`src/hw/rtl/epdd_pkg.sv`:
```
// Shared widths, register indexes, drive codes and reset values for the encoder drive unit.
package epdd_pkg;

  localparam int unsigned PosW    = 32;
  localparam int unsigned DbW     = 8;
  localparam int unsigned CfgIdxW = 2;
  localparam int unsigned CfgDatW = 32;

  typedef logic signed [PosW-1:0] pos_t;
  typedef logic [DbW-1:0]         db_t;
  typedef logic [1:0]             drive_t;
  typedef logic [CfgIdxW-1:0]     cfg_idx_t;
  typedef logic [CfgDatW-1:0]     cfg_dat_t;

  localparam drive_t DRIVE_HOLD  = 2'd0;
  localparam drive_t DRIVE_OPEN  = 2'd1;
  localparam drive_t DRIVE_CLOSE = 2'd2;

  localparam cfg_idx_t REG_MIN_POSITION = 2'd0;
  localparam cfg_idx_t REG_MAX_POSITION = 2'd1;
  localparam cfg_idx_t REG_DEADBAND     = 2'd2;

  localparam pos_t MIN_POSITION_RST = 32'sd0;
  localparam pos_t MAX_POSITION_RST = 32'sd400;
  localparam db_t  DEADBAND_RST     = 8'd2;

endpackage

```
`src/hw/rtl/epdd_if.sv`:
```
// Valid/ready channel interfaces for pin samples, results and register writes.
interface epdd_in_if;
  import epdd_pkg::*;
  logic valid;
  logic ready;
  logic clk_level;
  logic dt_level;
  logic zero_level;
  logic control_tick;
  logic in_coast;
  logic override_active;
  logic target_valid;
  pos_t target_value;
  modport source (output valid, output clk_level, output dt_level, output zero_level,
                  output control_tick, output in_coast, output override_active,
                  output target_valid, output target_value, input ready);
  modport sink (input valid, input clk_level, input dt_level, input zero_level,
                input control_tick, input in_coast, input override_active,
                input target_valid, input target_value, output ready);
endinterface

interface epdd_out_if;
  import epdd_pkg::*;
  logic   valid;
  logic   ready;
  drive_t drive;
  pos_t   position;
  pos_t   target;
  modport source (output valid, output drive, output position, output target, input ready);
  modport sink (input valid, input drive, input position, input target, output ready);
endinterface

interface epdd_cfg_if;
  import epdd_pkg::*;
  logic     valid;
  logic     ready;
  cfg_idx_t reg_index;
  cfg_dat_t wr_data;
  modport source (output valid, output reg_index, output wr_data, input ready);
  modport sink (input valid, input reg_index, input wr_data, output ready);
endinterface

```
`src/hw/rtl/encoder_position_deadband_drive_unit.sv`:
```
// Encoder position tracker with clamped target and deadband drive decision.
//
// in_ch carries one beat of pin samples (encoder clock, data, zero button) plus the
// control tick, mode flags and a requested target. Each accepted beat yields exactly
// one beat on out_ch: drive code, encoder position and clamped target after that beat.
// cfg_ch writes min_position, max_position and deadband; it is always ready and is
// meant to be used only while no beat is in flight.
// From in_ch acceptance to out_ch valid a beat passes the input register, then the
// update logic (position step, clamp, error compare) straight into the state
// registers, which also serve as the result register. Throughput is one beat per
// cycle while out_ch is not stalled; the single update stage sets that figure.
// Reset clears position, target, edge history and drive to hold, and loads the
// register defaults 0, 400 and 2.
// When out_ch stalls, the result holds, the input register keeps one more beat, and
// in_ch.ready drops once both are full.
module encoder_position_deadband_drive_unit (
  input  logic clk,
  input  logic rst_n,
  epdd_in_if.sink    in_ch,
  epdd_out_if.source out_ch,
  epdd_cfg_if.sink   cfg_ch
);
  import epdd_pkg::*;

  pos_t min_pos_r;
  pos_t max_pos_r;
  db_t  deadband_r;

  logic in_vld_r;
  logic clk_lvl_r, dt_lvl_r, zero_lvl_r, tick_r, coast_r, ovr_r, tvalid_r;
  pos_t tval_r;

  pos_t   enc_pos_r, enc_pos_nxt;
  pos_t   target_r, target_nxt;
  drive_t drive_r, drive_nxt;
  logic   last_clk_r, clk_seen_r, last_zero_r;
  logic   out_vld_r;

  logic advance;
  logic in_fire;
  pos_t step_pos;
  pos_t sel_target;
  pos_t clamp_hi;
  logic signed [PosW+1:0] diff;
  logic [PosW+1:0]        mag;

  assign advance      = in_vld_r && (!out_vld_r || out_ch.ready);
  assign in_ch.ready  = !in_vld_r || advance;
  assign in_fire      = in_ch.valid && in_ch.ready;
  assign cfg_ch.ready = 1'b1;

  always_comb begin
    step_pos = enc_pos_r;
    if (clk_seen_r && (clk_lvl_r != last_clk_r)) begin
      if (dt_lvl_r != clk_lvl_r) begin
        step_pos = enc_pos_r - 32'sd1;
      end else begin
        step_pos = enc_pos_r + 32'sd1;
      end
    end
    enc_pos_nxt = (zero_lvl_r && !last_zero_r) ? '0 : step_pos;

    if (ovr_r || coast_r) begin
      sel_target = tvalid_r ? tval_r : target_r;
    end else begin
      sel_target = '0;
    end
    clamp_hi = (sel_target > max_pos_r) ? max_pos_r : sel_target;
    target_nxt = tick_r ? ((clamp_hi < min_pos_r) ? min_pos_r : clamp_hi) : target_r;

    diff = {{2{enc_pos_nxt[PosW-1]}}, enc_pos_nxt} - {{2{target_nxt[PosW-1]}}, target_nxt};
    mag  = diff[PosW+1] ? (~diff + 1'b1) : diff;
    drive_nxt = drive_r;
    if (tick_r) begin
      if (mag <= {{(PosW+2-DbW){1'b0}}, deadband_r}) begin
        drive_nxt = DRIVE_HOLD;
      end else if (diff[PosW+1]) begin
        drive_nxt = DRIVE_OPEN;
      end else begin
        drive_nxt = DRIVE_CLOSE;
      end
    end
  end

  always_ff @(posedge clk) begin
    if (!rst_n) begin
      min_pos_r  <= MIN_POSITION_RST;
      max_pos_r  <= MAX_POSITION_RST;
      deadband_r <= DEADBAND_RST;
    end else if (cfg_ch.valid) begin
      case (cfg_ch.reg_index)
        REG_MIN_POSITION: min_pos_r  <= pos_t'(cfg_ch.wr_data);
        REG_MAX_POSITION: max_pos_r  <= pos_t'(cfg_ch.wr_data);
        REG_DEADBAND:     deadband_r <= cfg_ch.wr_data[DbW-1:0];
        default: ;
      endcase
    end
  end

  always_ff @(posedge clk) begin
    if (!rst_n) begin
      in_vld_r <= 1'b0;
    end else if (in_ch.ready) begin
      in_vld_r <= in_ch.valid;
    end
  end

  always_ff @(posedge clk) begin
    if (in_fire) begin
      clk_lvl_r  <= in_ch.clk_level;
      dt_lvl_r   <= in_ch.dt_level;
      zero_lvl_r <= in_ch.zero_level;
      tick_r     <= in_ch.control_tick;
      coast_r    <= in_ch.in_coast;
      ovr_r      <= in_ch.override_active;
      tvalid_r   <= in_ch.target_valid;
      tval_r     <= in_ch.target_value;
    end
  end

  always_ff @(posedge clk) begin
    if (!rst_n) begin
      enc_pos_r   <= '0;
      target_r    <= '0;
      drive_r     <= DRIVE_HOLD;
      last_clk_r  <= 1'b0;
      clk_seen_r  <= 1'b0;
      last_zero_r <= 1'b0;
      out_vld_r   <= 1'b0;
    end else begin
      if (advance) begin
        enc_pos_r   <= enc_pos_nxt;
        target_r    <= target_nxt;
        drive_r     <= drive_nxt;
        last_clk_r  <= clk_lvl_r;
        clk_seen_r  <= 1'b1;
        last_zero_r <= zero_lvl_r;
        out_vld_r   <= 1'b1;
      end else if (out_ch.ready) begin
        out_vld_r   <= 1'b0;
      end
    end
  end

  assign out_ch.valid    = out_vld_r;
  assign out_ch.drive    = drive_r;
  assign out_ch.position = enc_pos_r;
  assign out_ch.target   = target_r;

  a_drive_code: assert property (@(posedge clk) disable iff (!rst_n)
    out_vld_r |-> (drive_r == DRIVE_HOLD || drive_r == DRIVE_OPEN || drive_r == DRIVE_CLOSE))
    else $error("drive code out of range");

  a_no_tick_keeps: assert property (@(posedge clk) disable iff (!rst_n)
    (advance && !tick_r) |=> (drive_r == $past(drive_r) && target_r == $past(target_r)))
    else $error("target or drive moved without control tick");

  a_zero_edge: assert property (@(posedge clk) disable iff (!rst_n)
    (advance && zero_lvl_r && !last_zero_r) |=> (enc_pos_r == '0))
    else $error("zero button edge did not clear position");

  a_clamp: assert property (@(posedge clk) disable iff (!rst_n)
    (advance && tick_r && (min_pos_r <= max_pos_r)) |=>
      (target_r >= $past(min_pos_r) && target_r <= $past(max_pos_r)))
    else $error("target outside limits after tick");

  a_stall_holds_state: assert property (@(posedge clk) disable iff (!rst_n)
    (out_vld_r && !out_ch.ready) |=> (enc_pos_r == $past(enc_pos_r)))
    else $error("position changed while result stalled");

endmodule
```
`src/flat_wrapper.sv`:
```
// flat-port wrapper written by rule: the top's interface ports become plain ports
module encoder_position_deadband_drive_unit_flat import epdd_pkg::*;
  (clk, rst_n, in_ch_valid, in_ch_clk_level, in_ch_dt_level, in_ch_zero_level, in_ch_control_tick, in_ch_in_coast, in_ch_override_active, in_ch_target_valid, in_ch_target_value, in_ch_ready, out_ch_valid, out_ch_drive, out_ch_position, out_ch_target, out_ch_ready, cfg_ch_valid, cfg_ch_reg_index, cfg_ch_wr_data, cfg_ch_ready);
  epdd_in_if in_ch_i ();
  epdd_out_if out_ch_i ();
  epdd_cfg_if cfg_ch_i ();
  input  logic clk;
  input  logic rst_n;
  input wire logic [$bits(in_ch_i.valid)-1:0] in_ch_valid;
  input wire logic [$bits(in_ch_i.clk_level)-1:0] in_ch_clk_level;
  input wire logic [$bits(in_ch_i.dt_level)-1:0] in_ch_dt_level;
  input wire logic [$bits(in_ch_i.zero_level)-1:0] in_ch_zero_level;
  input wire logic [$bits(in_ch_i.control_tick)-1:0] in_ch_control_tick;
  input wire logic [$bits(in_ch_i.in_coast)-1:0] in_ch_in_coast;
  input wire logic [$bits(in_ch_i.override_active)-1:0] in_ch_override_active;
  input wire logic [$bits(in_ch_i.target_valid)-1:0] in_ch_target_valid;
  input wire logic [$bits(in_ch_i.target_value)-1:0] in_ch_target_value;
  output wire logic [$bits(in_ch_i.ready)-1:0] in_ch_ready;
  output wire logic [$bits(out_ch_i.valid)-1:0] out_ch_valid;
  output wire logic [$bits(out_ch_i.drive)-1:0] out_ch_drive;
  output wire logic [$bits(out_ch_i.position)-1:0] out_ch_position;
  output wire logic [$bits(out_ch_i.target)-1:0] out_ch_target;
  input wire logic [$bits(out_ch_i.ready)-1:0] out_ch_ready;
  input wire logic [$bits(cfg_ch_i.valid)-1:0] cfg_ch_valid;
  input wire logic [$bits(cfg_ch_i.reg_index)-1:0] cfg_ch_reg_index;
  input wire logic [$bits(cfg_ch_i.wr_data)-1:0] cfg_ch_wr_data;
  output wire logic [$bits(cfg_ch_i.ready)-1:0] cfg_ch_ready;
  assign in_ch_i.valid = in_ch_valid;
  assign in_ch_i.clk_level = in_ch_clk_level;
  assign in_ch_i.dt_level = in_ch_dt_level;
  assign in_ch_i.zero_level = in_ch_zero_level;
  assign in_ch_i.control_tick = in_ch_control_tick;
  assign in_ch_i.in_coast = in_ch_in_coast;
  assign in_ch_i.override_active = in_ch_override_active;
  assign in_ch_i.target_valid = in_ch_target_valid;
  assign in_ch_i.target_value = in_ch_target_value;
  assign in_ch_ready = in_ch_i.ready;
  assign out_ch_valid = out_ch_i.valid;
  assign out_ch_drive = out_ch_i.drive;
  assign out_ch_position = out_ch_i.position;
  assign out_ch_target = out_ch_i.target;
  assign out_ch_i.ready = out_ch_ready;
  assign cfg_ch_i.valid = cfg_ch_valid;
  assign cfg_ch_i.reg_index = cfg_ch_reg_index;
  assign cfg_ch_i.wr_data = cfg_ch_wr_data;
  assign cfg_ch_ready = cfg_ch_i.ready;
  encoder_position_deadband_drive_unit u_core (.clk(clk), .rst_n(rst_n), .in_ch(in_ch_i), .out_ch(out_ch_i), .cfg_ch(cfg_ch_i));
endmodule
```
`config.mk`:
```
export PLATFORM = sky130hd
export DESIGN_NAME = encoder_position_deadband_drive_unit_flat
export DESIGN_NICKNAME = d
export VERILOG_FILES = /design/src/hw/rtl/epdd_pkg.sv /design/src/hw/rtl/epdd_if.sv /design/src/hw/rtl/encoder_position_deadband_drive_unit.sv /design/src/flat_wrapper.sv
export SDC_FILE = /design/constraint.sdc
export NUM_CORES = 1
export LEC_CHECK = 0
export ABC_AREA = 1
export ABC_CLOCK_PERIOD_IN_PS = 8760
export CORE_ASPECT_RATIO = 2
export CORE_MARGIN = 4
export CORE_UTILIZATION = 50
export CTS_CLUSTER_DIAMETER = 100
export DETAILED_ROUTE_END_ITERATION = 16
export DONT_BUFFER_PORTS = 1
export PLACE_DENSITY = 0.65
export SYNTH_ARGS = -nofsm -noshare
export SYNTH_HDL_FRONTEND = slang
export SYNTH_SLANG_ARGS = --single-unit
```
`constraint.sdc`:
```
create_clock -name clk -period 8.76 [get_ports clk]
set_clock_uncertainty 0.15 [all_clocks]
set_input_delay 0.438 -clock clk [delete_from_list [all_inputs] [get_ports clk]]
set_output_delay 0.438 -clock clk [all_outputs]
set_load 0.02 [all_outputs]
```
==> key figures, run 1 <==
Outcome
  – Status: finished, final reports clean

CTS
  – Total CTS buffers: 17
  – Worst-case clock buffer depth: 2
  – Worst skew pair latency: 460 ps
  – H-tree Lvls: 4
  – Root Driver: clkbuf_16
  – CTS tree: yes
  – Clock sink total: roughly 180
  – CTS clk-pin slew, worst paths: approximately 70 ps

Finish
  – Commonest cells after routing, fill and taps aside: nand2_1 (456), inv_1 (334), a21oi_1 (233)
  – Finished layout cell area: between 15000 and 20000 sq um
  – Most common cell after layout, fill and taps aside: nand2_1
  – Net count, final: approximately 2600
  – Layout cells sized above 1: 0.152
  – Finished Layout Cells: 2793
  – Fin util: 0.613
  – Antenna Cells: 0
  – Area Growth Syn to Fin: 21.1%

Critical path
  – Setup CP Type: flip-flop to flip-flop
  – Crit path launch type: flip-flop
  – Critical-path maximum fanout: 29
  – Worst Reg-to-Reg Cells: 54
  – Max stage delay on crit path: 440 ps
  – Critical-path top delay cell: edfxtp_1
  – Arrival time worst endpoint: 8550 ps
  – Crit path from: u_core.tvalid_r
  – Worst setup EP type: flip-flop
  – Worst Path Required: ~9000 ps
  – CP most frequent cell: nand2_1
  – RR Startpoint: u_core.tvalid_r
  – Critical R2R Capture: u_core.out_ch.drive[1]
  – Reg-to-reg slack, setup: a little under 400 ps
  – Worst setup path end: u_core.out_ch.drive[1]

Routing
  – Post-DR wirelength/cell: approximately 19 um
  – Post-DR vias/cell: around 5.7
  – Total routed wirelength: ~54000 um
  – Number of routed nets with antenna violations: 0
  – DR iter-0 viols: between 1000 and 1500
  – Post-route DRC: 0
  – 1st-pass router iterations: 8
  – DR vias: 15900

Die
  – Core Area: 29500 sq um
  – Boundary pin count: 147
  – Die X: approximately 130 um
  – Row Count: 89
  – Die ar.: about 33000 sq um
  – Die Ht: 253 um
  – Starting density of the core: 0.507

Logic synthesis
  – FF+latch count, synth: 182
  – FFs w/ async S/R, synth: 0
  – Most used flip-flop cell after synthesis: dfxtp_1
  – Syn nets: about 2500
  – Mapped Cells: 2288
  – Top-area cell type share of the netlist area: 0.191
  – Unique masters post-synth: 54
  – Ranking of synthesized cells by area: dfxtp_1 (19%), nand2_1 (12%), ha_1 (11%), inv_1 (8.5%), a21oi_1 (8.3%)
  – Seq/Total Area, Yosys: 0.270
  – Post-synthesis cell area: 14900 sq um
  – Yosys top cell by area: dfxtp_1
  – YS warnings: 0
  – Post-synth EDFFs: 39
  – Synthesized area per cell: about 6.5 sq um

Placed design
  – Placed Area: 16100 sq um
  – Pre-CTS setup slack: -324 ps
  – DPL Wire Length: roughly 41000 um
  – Placed instance count: about 2700
  – GP Congestion: 0.977
  – IO Port Bufs: 0

Hold path
  – Worst hold path depth: 2
  – Worst Hold Class: input pin to flip-flop

Pwr
  – PwrDens: 243 nW/um^2
  – Leakage: 8.49 nW
  – Peak supply drop: roughly 180 uV
  – Final Power: 4.40 mW

Global routing
  – Vias in the first global route: approximately 16000
  – Total grt overflow: 0
  – Initial antenna violation count: 0
  – First-pass GRT wire length: between 80000 and 90000 um
  – Largest net degree at the start of global routing: 94
  – Total GRT Usage: 0.318

Timing
  – Setup TNS: 0 ps
  – Finish-stage setup viols: 0
  – FMAX: about 120 MHz
  – Minimum clock period: about 8400 ps
  – Fin. max-slew vios: 0
  – Tcrit/Tclk final: 0.955
  – Worst setup margin: 391 ps
  – Final hold slack: 6.87 ps
  – Final hold violation count: 0
  – Slew headroom: 0.363
  – Worst Max-Slew Pin Slew: between 900 and 1000 ps

Run
  – Max-cap viol count: 0
routing by layer:
layer  global-route usage  vias up  share of wire
met4                0.239        0          0.098
met3               0.0550      223          0.048
li1                     -     7826              -
met5                    0        -              0
met2                0.578      539           0.52
met1                0.312     7342           0.34
where the power goes:
part / internal, mW / switching [mW]
registers: 0.904 / 0.0589
logic: 1.02 / 1.58
clock network: 0.452 / 0.383
worst max-delay path, delay by kind of cell (launching register included):
kind	cells	cell delay, ps
AO/OA/AOI/OAI	11	1670
XOR/XNOR	1	220
adder cells (fa/ha/maj)	3	980
buffers and inverters	12	1890
flip-flops	1	440
AND/OR/NAND/NOR	27	2880
synth_stat cells, drive strengths merged, types with 2 or more instances:
library cell	count
clkinv	3
o21a	5
nor4	7
nand2	489
a31oi	5
o211ai	10
o21ai	227
a21oi	250
clkbuf	67
nor2	177
o221a	2
a21o	6
nand3	173
xor2	34
ha	134
xnor2	9
nand3b	4
fa	2
nand4	34
dfxtp	143
inv	345
a21boi	4
and2	2
buf	18
a221oi	3
nor3	18
edfxtp	39
o21bai	11
a211oi	29
or2	33
sequential cells by signal, indices dropped and copies added, names as in the netlist:
| name | cells |
|---|---|
| u_core.clk_lvl_r | 1 |
| u_core.deadband_r | 8 |
| u_core.coast_r | 1 |
| u_core.last_clk_r | 1 |
| u_core.out_ch.drive | 2 |
| u_core.max_pos_r | 32 |
| u_core.min_pos_r | 32 |
| u_core.in_vld_r | 1 |
| u_core.tval_r | 32 |
| u_core.out_ch.target | 32 |
| u_core.clk_seen_r | 1 |
| u_core.ovr_r | 1 |
| u_core.out_ch.valid | 1 |
| u_core.tvalid_r | 1 |
| u_core.out_ch.position | 32 |
| u_core.dt_lvl_r | 1 |
| u_core.tick_r | 1 |
| u_core.zero_lvl_r | 1 |
| u_core.last_zero_r | 1 |
repair_timing:
| action | 4_1_cts | 5_1_grt |
|---|---|---|
| cloned | 1 | 6 |
| gates resized for setup | 13 | 149 |
| pin swaps | 2 | 46 |
| setup endpoints to repair | 2 | 2 |
| endpoints found under the hold margin | 126 | 0 |
| buffers inserted | 0 | 22 |
| hold buffers | 48 | 0 |
final cells by class:
| class | instances | area [sq um] |
|---|---|---|
| multi-input combinational | 1673 | 9820 |
| clock inverter | 14 | 178 |
| fill | 2723 | 11400 |
| tap | 364 | 455 |
| clock buffer | 18 | 450 |
| sequential | 182 | 4030 |
| timing repair buffer | 194 | 1860 |
| inverter | 348 | 1310 |
how the worst min path moves through the flow:
stage                                    start              endpoint  slack [ps]
after floorplan           u_core.deadband_r[2]  u_core.deadband_r[2]         290
after global placement     u_core.min_pos_r[6]   u_core.min_pos_r[6]         310
after detailed placement   u_core.min_pos_r[4]   u_core.min_pos_r[4]         320
after CTS                                rst_n  u_core.min_pos_r[21]         0.8
after global routing                     rst_n  u_core.min_pos_r[29]          10
final                                    rst_n  u_core.min_pos_r[21]           7
cell families (layout without fill, tap and decap cells):
group / Yosys count / count (layout) / share of synthesized area
flip-flops: 182 / 182 / 0.270
XOR/XNOR: 43 / 43 / 0.0290
AO/OA/AOI/OAI: 554 / 554 / 0.200
other: 1 / 1 / 0.000251
AND/OR/NAND/NOR: 939 / 939 / 0.276
adder cells (fa/ha/maj): 136 / 136 / 0.115
buffers and inverters: 433 / 574 / 0.110
(Power assumes the default switching activity.)
==> run 2, diff against run 1 <==
ABC_CLOCK_PERIOD_IN_PS = 8370   (was 8760)
PLACE_DENSITY = 0.62   (was 0.65)
clock period = 8.37 ns   (was 8.76 ns; I/O delays follow)
==> key figures, run 2 (synthesis results as in run 1) <==
Timing
  – Slew headroom: 0.339 (-0.0238)
  – FMAX: 120 MHz (+0.81%)
  – Finish-stage setup viols: 0 (unchanged)
  – Fin. max-slew vios: 0 (unchanged)
  – Final hold violation count: 0 (unchanged)
  – Worst setup margin: 68.1 ps (-322 ps)
  – Worst Max-Slew Pin Slew: 991 ps (+38.9 ps)
  – Tcrit/Tclk final: 0.992 (+0.0365)
  – Unrepaired setup endpoints after global routing: true
  – Minimum clock period: 8300 ps (-67.5 ps)
  – Setup TNS: 0 ps (unchanged)

Placed design
  – DPL Wire Length: 41400 um (+1.2%)
  – Placed Area: 16800 sq um (+4.5%)
  – IO Port Bufs: 0 (unchanged)
  – Pre-CTS setup slack: -551 ps (-227 ps)
  – GP Congestion: 0.973 (-0.36%)

Critical path
  – Reg-to-reg slack, setup: 70 ps (-320 ps)
  – Critical-path top delay cell: edfxtp_1
  – Setup CP Type: flip-flop to flip-flop
  – Worst setup EP type: flip-flop
  – Max stage delay on crit path: 450 ps (about the same)
  – Arrival time worst endpoint: 8490 ps (-60 ps)
  – Crit path launch type: flip-flop
  – WP buf/inv: 10 (-2)
  – Critical-path maximum fanout: 8 (-72%)
  – CP top delay family: simple AND/OR/NAND/NOR gates
  – Worst Path Required: 8550 ps (-390 ps)

Die
  – Die ar.: 32900 sq um (unchanged)
  – Row Count: 89 (unchanged)
  – Boundary pin count: 147 (unchanged)
  – Die X: 130 um (unchanged)
  – Core Area: 29500 sq um (unchanged)
  – Starting density of the core: 0.507 (unchanged)
  – Die Ht: 253 um (unchanged)

CTS
  – Total CTS buffers: 17 (unchanged)
  – Worst skew pair latency: 470 ps (about the same)
  – CTS tree: yes
  – Worst-case clock buffer depth: 2 (unchanged)
  – H-tree Lvls: 4 (unchanged)
  – Clock sink total: 182 (unchanged)
  – CTS clk-pin slew, worst paths: 80 ps (about the same)
  – Root Driver: clkbuf_16

Outcome
  – Status: finished, final reports clean

Finish
  – Layout cells sized above 1: 0.226 (+0.0741)
  – Finished layout cell area: 19900 sq um (+9.7%)
  – Commonest cells after routing, fill and taps aside: nand2_1 (438), inv_1 (324), a21oi_1 (222)
  – Multi-input gate area: 10400 sq um (+5.8%)
  – Sequential cell area: 4030 sq um (unchanged)
  – Layout fillers: 2533 (-7.0%)
  – Area Growth Syn to Fin: 32.8%
  – Most common cell after layout, fill and taps aside: nand2_1
  – Net count, final: 2759 (+4.9%)

Run
  – Max-cap viol count: 0 (unchanged)

Pwr
  – Final Power: 4.92 mW (+12%)
  – PwrDens: 248 nW/um^2 (+1.9%)
  – Peak supply drop: 236 uV (+28%)
  – Leakage: 9.28 nW (+9.3%)

Routing
  – Post-DR vias/cell: 5.59 (-1.9%)
  – Post-DR wirelength/cell: 19.2 um (-0.52%)
  – Post-route DRC: 0 (unchanged)
  – Total routed wirelength: 56100 um (+4.1%)
  – DR vias: 16300 (+2.6%)
  – Number of routed nets with antenna violations: 0 (unchanged)
  – DR iter-0 viols: 952 (-11%)
  – 1st-pass router iterations: 6 (-2)

Global routing
  – Initial antenna violation count: 1 (+1)
  – Total GRT Usage: 0.320 (+0.00131)
  – First-pass GRT wire length: 81500 um (+0.66%)
  – Largest net degree at the start of global routing: 102 (+8.5%)
  – Vias in the first global route: 15600 (+0.37%)
  – Total grt overflow: 0 (unchanged)

Hold path
  – Worst Hold Class: input pin to flip-flop
[run 2: final timing paths]
| path | startpoint | endpoint | cells past startpoint |
|---|---|---|---|
| worst min register to register | u_core.min_pos_r[14] | u_core.min_pos_r[14] | 2 |
| worst min-delay path | cfg_ch_wr_data[23] | u_core.max_pos_r[23] | 2 |
| worst max register to register | u_core.tvalid_r | u_core.out_ch.drive[0] | 56 |
| worst max-delay path | u_core.tvalid_r | u_core.out_ch.drive[0] | 56 |
[run 2: metrics by stage]
step           std cells   util  hold slack (ps)
2_1_floorplan       2288      -              285
3_3_place_gp        2779  0.568              309
3_5_place_dp        2779  0.568              317
4_1_cts             2885  0.622            0.135
5_1_grt             2923  0.673             23.3
6_report            2923  0.673             12.3
[run 2: area by class of cell]
cell class,count,area share
multi-input combinational,1673,0.523
clock buffer,17,0.0214
timing repair buffer,322,0.152
inverter,348,0.0660
timing repair inverter,1,0.000819
sequential,182,0.203
clock inverter,15,0.0108
antenna,1,0.000126
tap,364,0.0229
[run 2: per-layer routing]
metal / routed length (um) / GRT usage
met1: 19200 / 0.322
met2: 29900 / 0.598
met3: 2550 / 0.0501
met4: 4400 / 0.191
met5: 0 / 0
[run 2: repair_timing]
item                                    CTS  global route
gates resized for setup                  52           258
hold buffers                             68             0
setup buffers                             5            24
hold endpoints to repair                141             0
pin swaps                                14           104
gates cloned                              1            15
endpoints found under the setup margin    2             2
[run 2: report_power, final]
group,total (mW),internal [mW],switching (mW)
sequential,0.998,0.946,0.0523
combinational,3.06,1.28,1.78
clock,0.860,0.417,0.443
